## config.mk

```make
export PLATFORM = sky130hd
export DESIGN_NAME = overlap_box_cluster_merge_top
export DESIGN_NICKNAME = d
export VERILOG_FILES = /design/src/hdl/obcm_pkg.sv /design/src/hdl/obcm_ram.sv /design/src/hdl/obcm_ctrl.sv /design/src/hdl/obcm_datapath.sv /design/src/hdl/overlap_box_cluster_merge_top.sv
export SDC_FILE = /design/constraint.sdc
export NUM_CORES = 1
export LEC_CHECK = 0
export BUFFER_PORTS_ARGS = -buffer_cell sky130_fd_sc_hd__clkbuf_2
export CORE_ASPECT_RATIO = 0.6
export CORE_MARGIN = 1
export CORE_UTILIZATION = 56
export DETAILED_ROUTE_END_ITERATION = 6
export MAX_ROUTING_LAYER = met4
export PLACE_DENSITY = 0.76
export REMOVE_ABC_BUFFERS = 1
export SLEW_MARGIN = 20
export SYNTH_ARGS = -nofsm -noshare
export SYNTH_HDL_FRONTEND = slang
export SYNTH_SLANG_ARGS = --single-unit
```

## constraint.sdc

```tcl
create_clock -name clk -period 7.45 [get_ports clk]
set_input_delay 1.49 -clock clk [delete_from_list [all_inputs] [get_ports clk]]
set_output_delay 1.49 -clock clk [all_outputs]
set_load 0.02 [all_outputs]
```

## src/hdl/obcm_pkg.sv

```systemverilog
// Shared types and constants for the overlap box cluster merge block.
// No dependencies; imported by the controller, datapath and top level.
package obcm_pkg;

  localparam int SCORE_W = 16;

  localparam logic OP_ADD   = 1'b0;
  localparam logic OP_FLUSH = 1'b1;

  // Controller to datapath commands
  typedef struct packed {
    logic load;      // capture the incoming box
    logic wr_en;     // write a cluster entry
    logic wr_merge;  // write the merged union rather than the new box
    logic emit;      // load the result registers
    logic last;      // result closes the flush
    logic empty;     // flush of an empty table
    logic ovf;       // drop flag as seen by this flush
  } ctrl_cmd_t;

  // Datapath to controller status
  typedef struct packed {
    logic hit;       // box overlaps the cluster being read
  } dp_status_t;

endpackage

```

## src/hdl/obcm_ram.sv

```systemverilog
// Generic single-port-write, single-port-read RAM with registered read data.
// No dependencies.
module obcm_ram #(
  parameter int WIDTH = 66,
  parameter int DEPTH = 16,
  localparam int AW = (DEPTH > 1) ? $clog2(DEPTH) : 1
) (
  input  logic             clk,
  input  logic             wr_en,
  input  logic [AW-1:0]    wr_addr,
  input  logic [WIDTH-1:0] wr_data,
  input  logic [AW-1:0]    rd_addr,
  output logic [WIDTH-1:0] rd_data
);

  logic [WIDTH-1:0] mem [DEPTH];

  always_ff @(posedge clk) begin
    if (wr_en) begin
      mem[wr_addr] <= wr_data;
    end
    rd_data <= mem[rd_addr];
  end

endmodule

```

## src/hdl/obcm_ctrl.sv

```systemverilog
// Controller for the cluster merge: state machine, scan index, cluster count
// and drop flag. Depends on obcm_pkg.
module obcm_ctrl #(
  parameter int MAX_CLUSTERS = 16,
  localparam int IDX_W = (MAX_CLUSTERS > 1) ? $clog2(MAX_CLUSTERS) : 1
) (
  input  logic                   clk,
  input  logic                   rst,
  input  logic                   start,
  input  logic                   opcode,
  output logic                   busy,
  output obcm_pkg::ctrl_cmd_t    cmd,
  input  obcm_pkg::dp_status_t   status,
  output logic [IDX_W-1:0]       rd_addr,
  output logic [IDX_W-1:0]       wr_addr
);
  import obcm_pkg::*;

  localparam int CNT_W = $clog2(MAX_CLUSTERS + 1);

  typedef enum logic [3:0] {
    IDLE   = 4'b0001,
    SCAN   = 4'b0010,
    APPEND = 4'b0100,
    FLUSH  = 4'b1000
  } state_t;

  state_t           state, state_next;
  logic [IDX_W-1:0] idx, idx_next;
  logic [CNT_W-1:0] count, count_next;
  logic             drop_flag, drop_next;
  logic [CNT_W-1:0] idx_ext;
  logic             idx_last;
  logic             has_room;

  assign idx_ext  = CNT_W'(idx);
  assign idx_last = (idx_ext + CNT_W'(1)) == count;
  assign has_room = count < CNT_W'(MAX_CLUSTERS);
  assign busy     = (state != IDLE);
  assign rd_addr  = idx_next;

  always_comb begin
    state_next = state;
    idx_next   = idx;
    count_next = count;
    drop_next  = drop_flag;
    cmd        = '0;
    cmd.ovf    = drop_flag;
    wr_addr    = count[IDX_W-1:0];
    case (state)
      IDLE: begin
        idx_next = '0;
        if (start) begin
          if (opcode == OP_ADD) begin
            cmd.load   = 1'b1;
            state_next = (count == '0) ? APPEND : SCAN;
          end else if (count == '0) begin
            cmd.emit  = 1'b1;
            cmd.empty = 1'b1;
            cmd.last  = 1'b1;
            drop_next = 1'b0;
          end else begin
            state_next = FLUSH;
          end
        end
      end
      SCAN: begin
        if (status.hit) begin
          cmd.wr_en    = 1'b1;
          cmd.wr_merge = 1'b1;
          wr_addr      = idx;
          state_next   = IDLE;
        end else if (idx_last) begin
          // no overlap anywhere: append, or drop when full
          if (has_room) begin
            cmd.wr_en  = 1'b1;
            count_next = count + CNT_W'(1);
          end else begin
            drop_next = 1'b1;
          end
          state_next = IDLE;
        end else begin
          idx_next = idx + IDX_W'(1);
        end
      end
      APPEND: begin
        cmd.wr_en  = 1'b1;
        count_next = count + CNT_W'(1);
        state_next = IDLE;
      end
      FLUSH: begin
        cmd.emit = 1'b1;
        if (idx_last) begin
          cmd.last   = 1'b1;
          count_next = '0;
          drop_next  = 1'b0;
          state_next = IDLE;
        end else begin
          idx_next = idx + IDX_W'(1);
        end
      end
      default: begin
        state_next = IDLE;
      end
    endcase
  end

  always_ff @(posedge clk) begin
    if (rst) begin
      state     <= IDLE;
      idx       <= '0;
      count     <= '0;
      drop_flag <= 1'b0;
    end else begin
      state     <= state_next;
      idx       <= idx_next;
      count     <= count_next;
      drop_flag <= drop_next;
    end
  end

  a_write_ends_item: assert property (@(posedge clk) disable iff (rst)
    cmd.wr_en |=> state == IDLE)
    else $error("cluster write did not end the item");

  a_last_clears: assert property (@(posedge clk) disable iff (rst)
    (cmd.emit && cmd.last) |=> (count == '0 && !drop_flag))
    else $error("flush left clusters or drop flag behind");

  a_drop_when_full: assert property (@(posedge clk) disable iff (rst)
    $rose(drop_flag) |-> count == CNT_W'(MAX_CLUSTERS))
    else $error("box dropped while table had room");

  a_count_bound: assert property (@(posedge clk) disable iff (rst)
    cmd.wr_en && !cmd.wr_merge |-> has_room)
    else $error("append past table end");

endmodule

```

## src/hdl/obcm_datapath.sv

```systemverilog
// Datapath for the cluster merge: box register, cluster RAM, overlap and
// union logic, result registers. Depends on obcm_pkg and obcm_ram.
module obcm_datapath #(
  parameter int MAX_CLUSTERS = 16,
  parameter int COORD_BITS   = 12,
  localparam int IDX_W = (MAX_CLUSTERS > 1) ? $clog2(MAX_CLUSTERS) : 1
) (
  input  logic                          clk,
  input  logic                          rst,
  input  obcm_pkg::ctrl_cmd_t           cmd,
  output obcm_pkg::dp_status_t          status,
  input  logic [IDX_W-1:0]              rd_addr,
  input  logic [IDX_W-1:0]              wr_addr,
  input  logic [COORD_BITS-1:0]         box_left,
  input  logic [COORD_BITS-1:0]         box_top,
  input  logic [COORD_BITS-1:0]         box_width,
  input  logic [COORD_BITS-1:0]         box_height,
  input  logic [obcm_pkg::SCORE_W-1:0]  box_score,
  output logic                          out_valid,
  output logic [COORD_BITS-1:0]         out_left,
  output logic [COORD_BITS-1:0]         out_top,
  output logic [COORD_BITS:0]           out_width,
  output logic [COORD_BITS:0]           out_height,
  output logic [obcm_pkg::SCORE_W-1:0]  out_score,
  output logic                          is_last,
  output logic                          is_empty,
  output logic                          overflowed
);
  import obcm_pkg::*;

  localparam int CB    = COORD_BITS;
  localparam int EW    = COORD_BITS + 1;
  localparam int WORD_W = 2 * CB + 2 * EW + SCORE_W;

  // captured box, right and bottom as exclusive edges
  logic [CB-1:0]      b_left, b_top;
  logic [EW-1:0]      b_right, b_bottom;
  logic [SCORE_W-1:0] b_score;

  logic [WORD_W-1:0]  rd_data, wr_data;
  logic [CB-1:0]      c_left, c_top;
  logic [EW-1:0]      c_right, c_bottom;
  logic [SCORE_W-1:0] c_best;

  logic [CB-1:0]      i_left, i_top, u_left, u_top;
  logic [EW-1:0]      i_right, i_bottom, u_right, u_bottom;
  logic [SCORE_W-1:0] u_best;

  always_ff @(posedge clk) begin
    if (cmd.load) begin
      b_left   <= box_left;
      b_top    <= box_top;
      b_right  <= EW'(box_left) + EW'(box_width);
      b_bottom <= EW'(box_top) + EW'(box_height);
      b_score  <= box_score;
    end
  end

  obcm_ram #(
    .WIDTH (WORD_W),
    .DEPTH (MAX_CLUSTERS)
  ) u_ram (
    .clk     (clk),
    .wr_en   (cmd.wr_en),
    .wr_addr (wr_addr),
    .wr_data (wr_data),
    .rd_addr (rd_addr),
    .rd_data (rd_data)
  );

  assign {c_best, c_bottom, c_right, c_top, c_left} = rd_data;

  // intersection and union of the new box with the cluster just read
  always_comb begin
    i_left   = (b_left > c_left)     ? b_left   : c_left;
    i_top    = (b_top > c_top)       ? b_top    : c_top;
    i_right  = (b_right < c_right)   ? b_right  : c_right;
    i_bottom = (b_bottom < c_bottom) ? b_bottom : c_bottom;
    u_left   = (b_left < c_left)     ? b_left   : c_left;
    u_top    = (b_top < c_top)       ? b_top    : c_top;
    u_right  = (b_right > c_right)   ? b_right  : c_right;
    u_bottom = (b_bottom > c_bottom) ? b_bottom : c_bottom;
    u_best   = (b_score > c_best)    ? b_score  : c_best;
  end

  assign status.hit = (i_right > EW'(i_left)) && (i_bottom > EW'(i_top));

  assign wr_data = cmd.wr_merge ? {u_best, u_bottom, u_right, u_top, u_left}
                                : {b_score, b_bottom, b_right, b_top, b_left};

  always_ff @(posedge clk) begin
    if (rst) begin
      out_valid <= 1'b0;
    end else begin
      out_valid <= cmd.emit;
    end
  end

  always_ff @(posedge clk) begin
    if (cmd.emit) begin
      is_last    <= cmd.last;
      is_empty   <= cmd.empty;
      overflowed <= cmd.ovf;
      if (cmd.empty) begin
        out_left   <= '0;
        out_top    <= '0;
        out_width  <= '0;
        out_height <= '0;
        out_score  <= '0;
      end else begin
        out_left   <= c_left;
        out_top    <= c_top;
        out_width  <= c_right - EW'(c_left);
        out_height <= c_bottom - EW'(c_top);
        out_score  <= c_best;
      end
    end
  end

endmodule

```

## src/hdl/overlap_box_cluster_merge_top.sv

```systemverilog
// Top level of the overlap box cluster merge block.
// Depends on obcm_pkg, obcm_ctrl, obcm_datapath and obcm_ram.
//
// Usage: drive opcode and the box fields with start high; the item is taken
// at a clock edge where start is high and busy is low. opcode add folds the
// box into the first stored cluster it overlaps, or appends it as a new
// cluster; when the table is full the box is dropped and the overflow flag
// set. opcode flush emits every cluster in insertion order on the out_*
// ports, one per cycle, each marked by out_valid for one cycle, is_last on
// the final one, then clears the table and the flag. A flush of an empty
// table gives one result with is_empty and is_last set.
// Timing: an add keeps busy high while it compares the box against the
// stored clusters (the cluster RAM is read one entry a cycle), up to
// MAX_CLUSTERS of them, or while it appends into an empty table. A flush
// keeps busy high while it emits its clusters; its results are shown one a
// cycle, the first from the clock edge after the accept edge on. An empty
// flush shows its result in the cycle right after the accept edge, with no busy.
// Results cannot be stalled: the receiver must take each when it is shown.
// Reset (rst, synchronous) empties the table and clears the flag; the RAM
// contents are not cleared since only written entries are read.
module overlap_box_cluster_merge_top #(
  parameter int MAX_CLUSTERS = 16,
  parameter int COORD_BITS   = 12
) (
  input  logic                          clk,
  input  logic                          rst,
  input  logic                          start,
  output logic                          busy,
  input  logic                          opcode,
  input  logic [COORD_BITS-1:0]         box_left,
  input  logic [COORD_BITS-1:0]         box_top,
  input  logic [COORD_BITS-1:0]         box_width,
  input  logic [COORD_BITS-1:0]         box_height,
  input  logic [obcm_pkg::SCORE_W-1:0]  box_score,
  output logic                          out_valid,
  output logic [COORD_BITS-1:0]         out_left,
  output logic [COORD_BITS-1:0]         out_top,
  output logic [COORD_BITS:0]           out_width,
  output logic [COORD_BITS:0]           out_height,
  output logic [obcm_pkg::SCORE_W-1:0]  out_score,
  output logic                          is_last,
  output logic                          is_empty,
  output logic                          overflowed
);
  import obcm_pkg::*;

  localparam int IDX_W = (MAX_CLUSTERS > 1) ? $clog2(MAX_CLUSTERS) : 1;

  ctrl_cmd_t        cmd;
  dp_status_t       status;
  logic [IDX_W-1:0] rd_addr, wr_addr;

  obcm_ctrl #(
    .MAX_CLUSTERS (MAX_CLUSTERS)
  ) u_ctrl (
    .clk     (clk),
    .rst     (rst),
    .start   (start),
    .opcode  (opcode),
    .busy    (busy),
    .cmd     (cmd),
    .status  (status),
    .rd_addr (rd_addr),
    .wr_addr (wr_addr)
  );

  obcm_datapath #(
    .MAX_CLUSTERS (MAX_CLUSTERS),
    .COORD_BITS   (COORD_BITS)
  ) u_datapath (
    .clk        (clk),
    .rst        (rst),
    .cmd        (cmd),
    .status     (status),
    .rd_addr    (rd_addr),
    .wr_addr    (wr_addr),
    .box_left   (box_left),
    .box_top    (box_top),
    .box_width  (box_width),
    .box_height (box_height),
    .box_score  (box_score),
    .out_valid  (out_valid),
    .out_left   (out_left),
    .out_top    (out_top),
    .out_width  (out_width),
    .out_height (out_height),
    .out_score  (out_score),
    .is_last    (is_last),
    .is_empty   (is_empty),
    .overflowed (overflowed)
  );

endmodule

```

==> impl_metrics.env <==
export IMPL_die_width_um=396.9
export IMPL_dr_pass1_iters=7
export IMPL_yosys_warnings=0
export IMPL_post_cts_setup_buffers=0
export IMPL_cts_root_buf="clkbuf_16"
export IMPL_area_delta_synth_final_pct=13.20
export IMPL_p_leak_nw=22.76
export IMPL_cts_resized=0
export IMPL_status="finished, violations left"
export IMPL_synth_ff_type="edfxtp_1"
export IMPL_ys_ff_latch=1272
export IMPL_slew_headroom_pct=27.95
export IMPL_routed_wl_mm=134.4
export IMPL_vias=32680
export IMPL_cp_start_kind="flop"
export IMPL_post_synth_inst_count=3668
export IMPL_avgRoutedWirePerCell_um=25.79
export IMPL_crit_type="reg -> reg"
export IMPL_start_util_pct=56.83
export IMPL_port_buffers=138
export IMPL_holdPathStages=0
export IMPL_die_area_um2=94850
export IMPL_final_setup_tns_ps=0
export IMPL_synth_edf_count=1191
export IMPL_hold_viol=0
export IMPL_violations="DRC"
export IMPL_synthesis_area_um2=52410
export IMPL_die_h_um=239.0
export IMPL_numCtsBuffers=109
export IMPL_drtAntennaViolNets=0
export IMPL_power_w=0.01435
export IMPL_drt_iter0_markers=4572
export IMPL_avgSynthCellArea_um2=14.29
export IMPL_yosys_top_cells_count="1191 x edfxtp_1, 626 x nand2_1, 287 x mux2i_1"
export IMPL_finalMaxSlewViolations=0
export IMPL_min_period_ps=6936
export IMPL_core_area_um2=92220
export IMPL_clock_latency_ps=730
export IMPL_critPathArrivalTime_ps=7490
export IMPL_num_rows=86
export IMPL_yosysSeqAreaShare_pct=71.33
export IMPL_holdPathEnd="u_datapath.overflowed$_DFFE_PP_"
export IMPL_grt_usage_pct=29.02
export IMPL_synth_top_cell_by_area="edfxtp_1"
export IMPL_ios=139
export IMPL_tightest_slew_ps=1081
export IMPL_endpoint_kind="flop"
export IMPL_yosysMostFrequentCell="edfxtp_1"
export IMPL_skew_ps=30.91
export IMPL_clock_path_buffers=3
export IMPL_viasPerCell=6.272
export IMPL_drive_gt1_share_pct=13.30
export IMPL_fin_crit_sh_pct=93.11
export IMPL_gp_congestion=0.9105
export IMPL_hpwl_mm=77.00
export IMPL_r2r_end="u_datapath.u_ram.rd_data[27]$_DFF_P_"
export IMPL_max_cap_viol_count=0
export IMPL_vdd_drop_max_uv=176.9
export IMPL_tritoncts="built"
export IMPL_fin_nets=4095
export IMPL_htree_levels=3
export IMPL_grt_first_pass_wirelength_mm=197.1
export IMPL_cts_hold_buffers=0
export IMPL_synth_top_area_share_pct=68.24
export IMPL_worst_path_max_fanout=90
export IMPL_hold_class="reg -> reg"
export IMPL_rsz0062_at_grt="no"
export IMPL_ff2ff_path_depth=24
export IMPL_ff2ff_setup_slack_ps=510
export IMPL_setup_viol=0
export IMPL_antenna_found_initial=1
export IMPL_worstHoldStart="u_ctrl.drop_flag$_SDFFE_PP0P_"
export IMPL_async_flop_share_pct=0
export IMPL_ys_types=72
export IMPL_max_freq_mhz=144.2
export IMPL_grt_pass1_vias=31050
export IMPL_reg2reg_from="u_datapath.u_ram.rd_data[5]$_DFF_P_"
export IMPL_required_ps=8010
export IMPL_drc_errors=2
export IMPL_powerDensity_nw_per_um2=241.9
export IMPL_synth_area_top_cells="edfxtp_1 68%, mux2i_1 5.5%, nand2_1 4.5%"
export IMPL_grt_max_degree=96
export IMPL_overflow=0
export IMPL_cts_sinks=1272
export IMPL_clk_pin_slew_ps=70
[layout by cell type (no fill, tap or decap), types with 10 or more instances in the layout]
cell type	Yosys	final
dfxtp_1	81	81
nand3_1	146	146
a21o_1	26	26
ha_1	141	141
o22ai_1	67	67
edfxtp_1	1191	1191
buf_12	0	38
clkinv_2	0	20
mux2i_1	287	287
nor2_1	120	102
nand2_1	626	623
clkbuf_16	0	110
nor3_1	98	96
a31oi_1	73	72
mux2_2	31	31
xnor2_1	26	26
a32o_1	130	130
o21ai_0	101	101
nand2b_1	17	17
clkbuf_8	0	11
a21oi_1	55	54
clkbuf_1	83	29
buf_4	7	107
and3_1	10	10
nor2b_1	15	15
a21boi_0	13	13
inv_1	120	120
clkbuf_2	0	138
nor2_4	0	19
bufinv_16	0	15
nand4_1	20	20
[worst max path at each step]
stage / startpoint / to / slack [ps] / cells after the start
floorplan: u_datapath.b_left[5]$_DFFE_PP_ / u_datapath.u_ram.rd_data[64]$_DFF_P_ / -10030 / 22
global placement: u_datapath.b_left[5]$_DFFE_PP_ / u_datapath.u_ram.rd_data[3]$_DFF_P_ / 750 / 24
detailed placement: u_datapath.b_left[5]$_DFFE_PP_ / u_datapath.u_ram.rd_data[27]$_DFF_P_ / 730 / 24
CTS: u_datapath.b_left[5]$_DFFE_PP_ / u_datapath.u_ram.rd_data[27]$_DFF_P_ / 650 / 23
global route: u_datapath.u_ram.rd_data[5]$_DFF_P_ / u_datapath.u_ram.rd_data[27]$_DFF_P_ / 220 / 25
finish: u_datapath.u_ram.rd_data[5]$_DFF_P_ / u_datapath.u_ram.rd_data[27]$_DFF_P_ / 510 / 24
[report_power, final]
part,switching [W],internal (W)
Sequential,0.0000304,0.00786
Clock,0.00260,0.00337
Combinational,0.000325,0.000162
Total,0.00295,0.0114
[through the flow]
stage                     hold slack, ps  cells  utilization, %  instance area (um^2)  setup WS (ps)
after floorplan                    408.8   3487               -                 51530         -10030
after global placement             498.8   5002           60.21                 55530          750.6
after detailed placement           458.9   5002           60.22                 55530          731.4
after CTS                          474.0   5208           64.29                 59280          647.0
after global routing               488.1   5210           64.33                 59330          216.4
final                              480.5   5210           64.33                 59330          513.5
[cells by family (layout without fill, tap and decap cells)]
kind of cell	Yosys count	in the layout	synth area share [%]
flip-flops	1272	1272	71.33
AND/OR/NAND/NOR	1078	1078	8.769
AO/OA/AOI/OAI	523	523	7.184
multiplexers	318	318	6.147
buffers and inverters	302	611	2.545
adder cells (fa/ha/maj)	145	145	3.519
XOR/XNOR	30	30	0.5013
other	0	1	0
[state kept, by name, indices dropped and copies added (netlist names)]
name / count
u_datapath.u_ram.mem: 1056
u_datapath.u_ram.rd_data: 66
u_datapath.b_score: 16
u_datapath.out_score: 16
u_datapath.b_bottom: 13
u_datapath.b_right: 13
u_datapath.out_height: 13
u_datapath.out_width: 13
u_datapath.b_left: 12
u_datapath.b_top: 12
u_datapath.out_left: 12
u_datapath.out_top: 12
u_ctrl.count: 5
u_ctrl.idx: 4
u_ctrl.state: 4
u_ctrl.drop_flag: 1
u_datapath.is_empty: 1
u_datapath.is_last: 1
u_datapath.out_valid: 1
u_datapath.overflowed: 1
[layer usage]
| metal | share of wire [%] | up-vias | wire [um] | GRT usage [%] |
|---|---|---|---|---|
| met5 | 0 | - | 0 | - |
| met4 | 2.5 | 0 | 3319 | 7.394 |
| met3 | 12 | 263 | 15900 | 6.925 |
| met2 | 43 | 2007 | 58360 | 40.78 |
| met1 | 42 | 16110 | 56800 | 42.56 |
| li1 | - | 14300 | - | - |
[final cells by class]
cell class,instances,area (um^2)
antenna,1,2.502
clock buffer,150,3013
clock inverter,56,734.5
fill,6342,32890
inverter,121,454.2
multi-input combinational,2094,13910
sequential,1272,37390
tap,1232,1541
timing repair buffer,284,2282
[worst max-delay path: stages (launching register included)]
cell,delay (ps)
dfxtp_1,330
inv_1,90
ha_1,300
a21o_1,120
a21o_1,110
a21oi_1,70
nor2b_1,100
o21ai_0,80
nand2b_1,80
a21o_1,110
a221oi_1,80
a31oi_2,820
mux2_2,430
ha_1,200
nand2b_1,140
a21oi_1,190
o31ai_1,140
a211o_1,450
a32o_2,350
a211oi_2,350
or3b_4,710
buf_12,480
mux2i_1,190
a32o_1,240
nor3_1,500
Note: power is estimated with default switching activity, not from simulation.
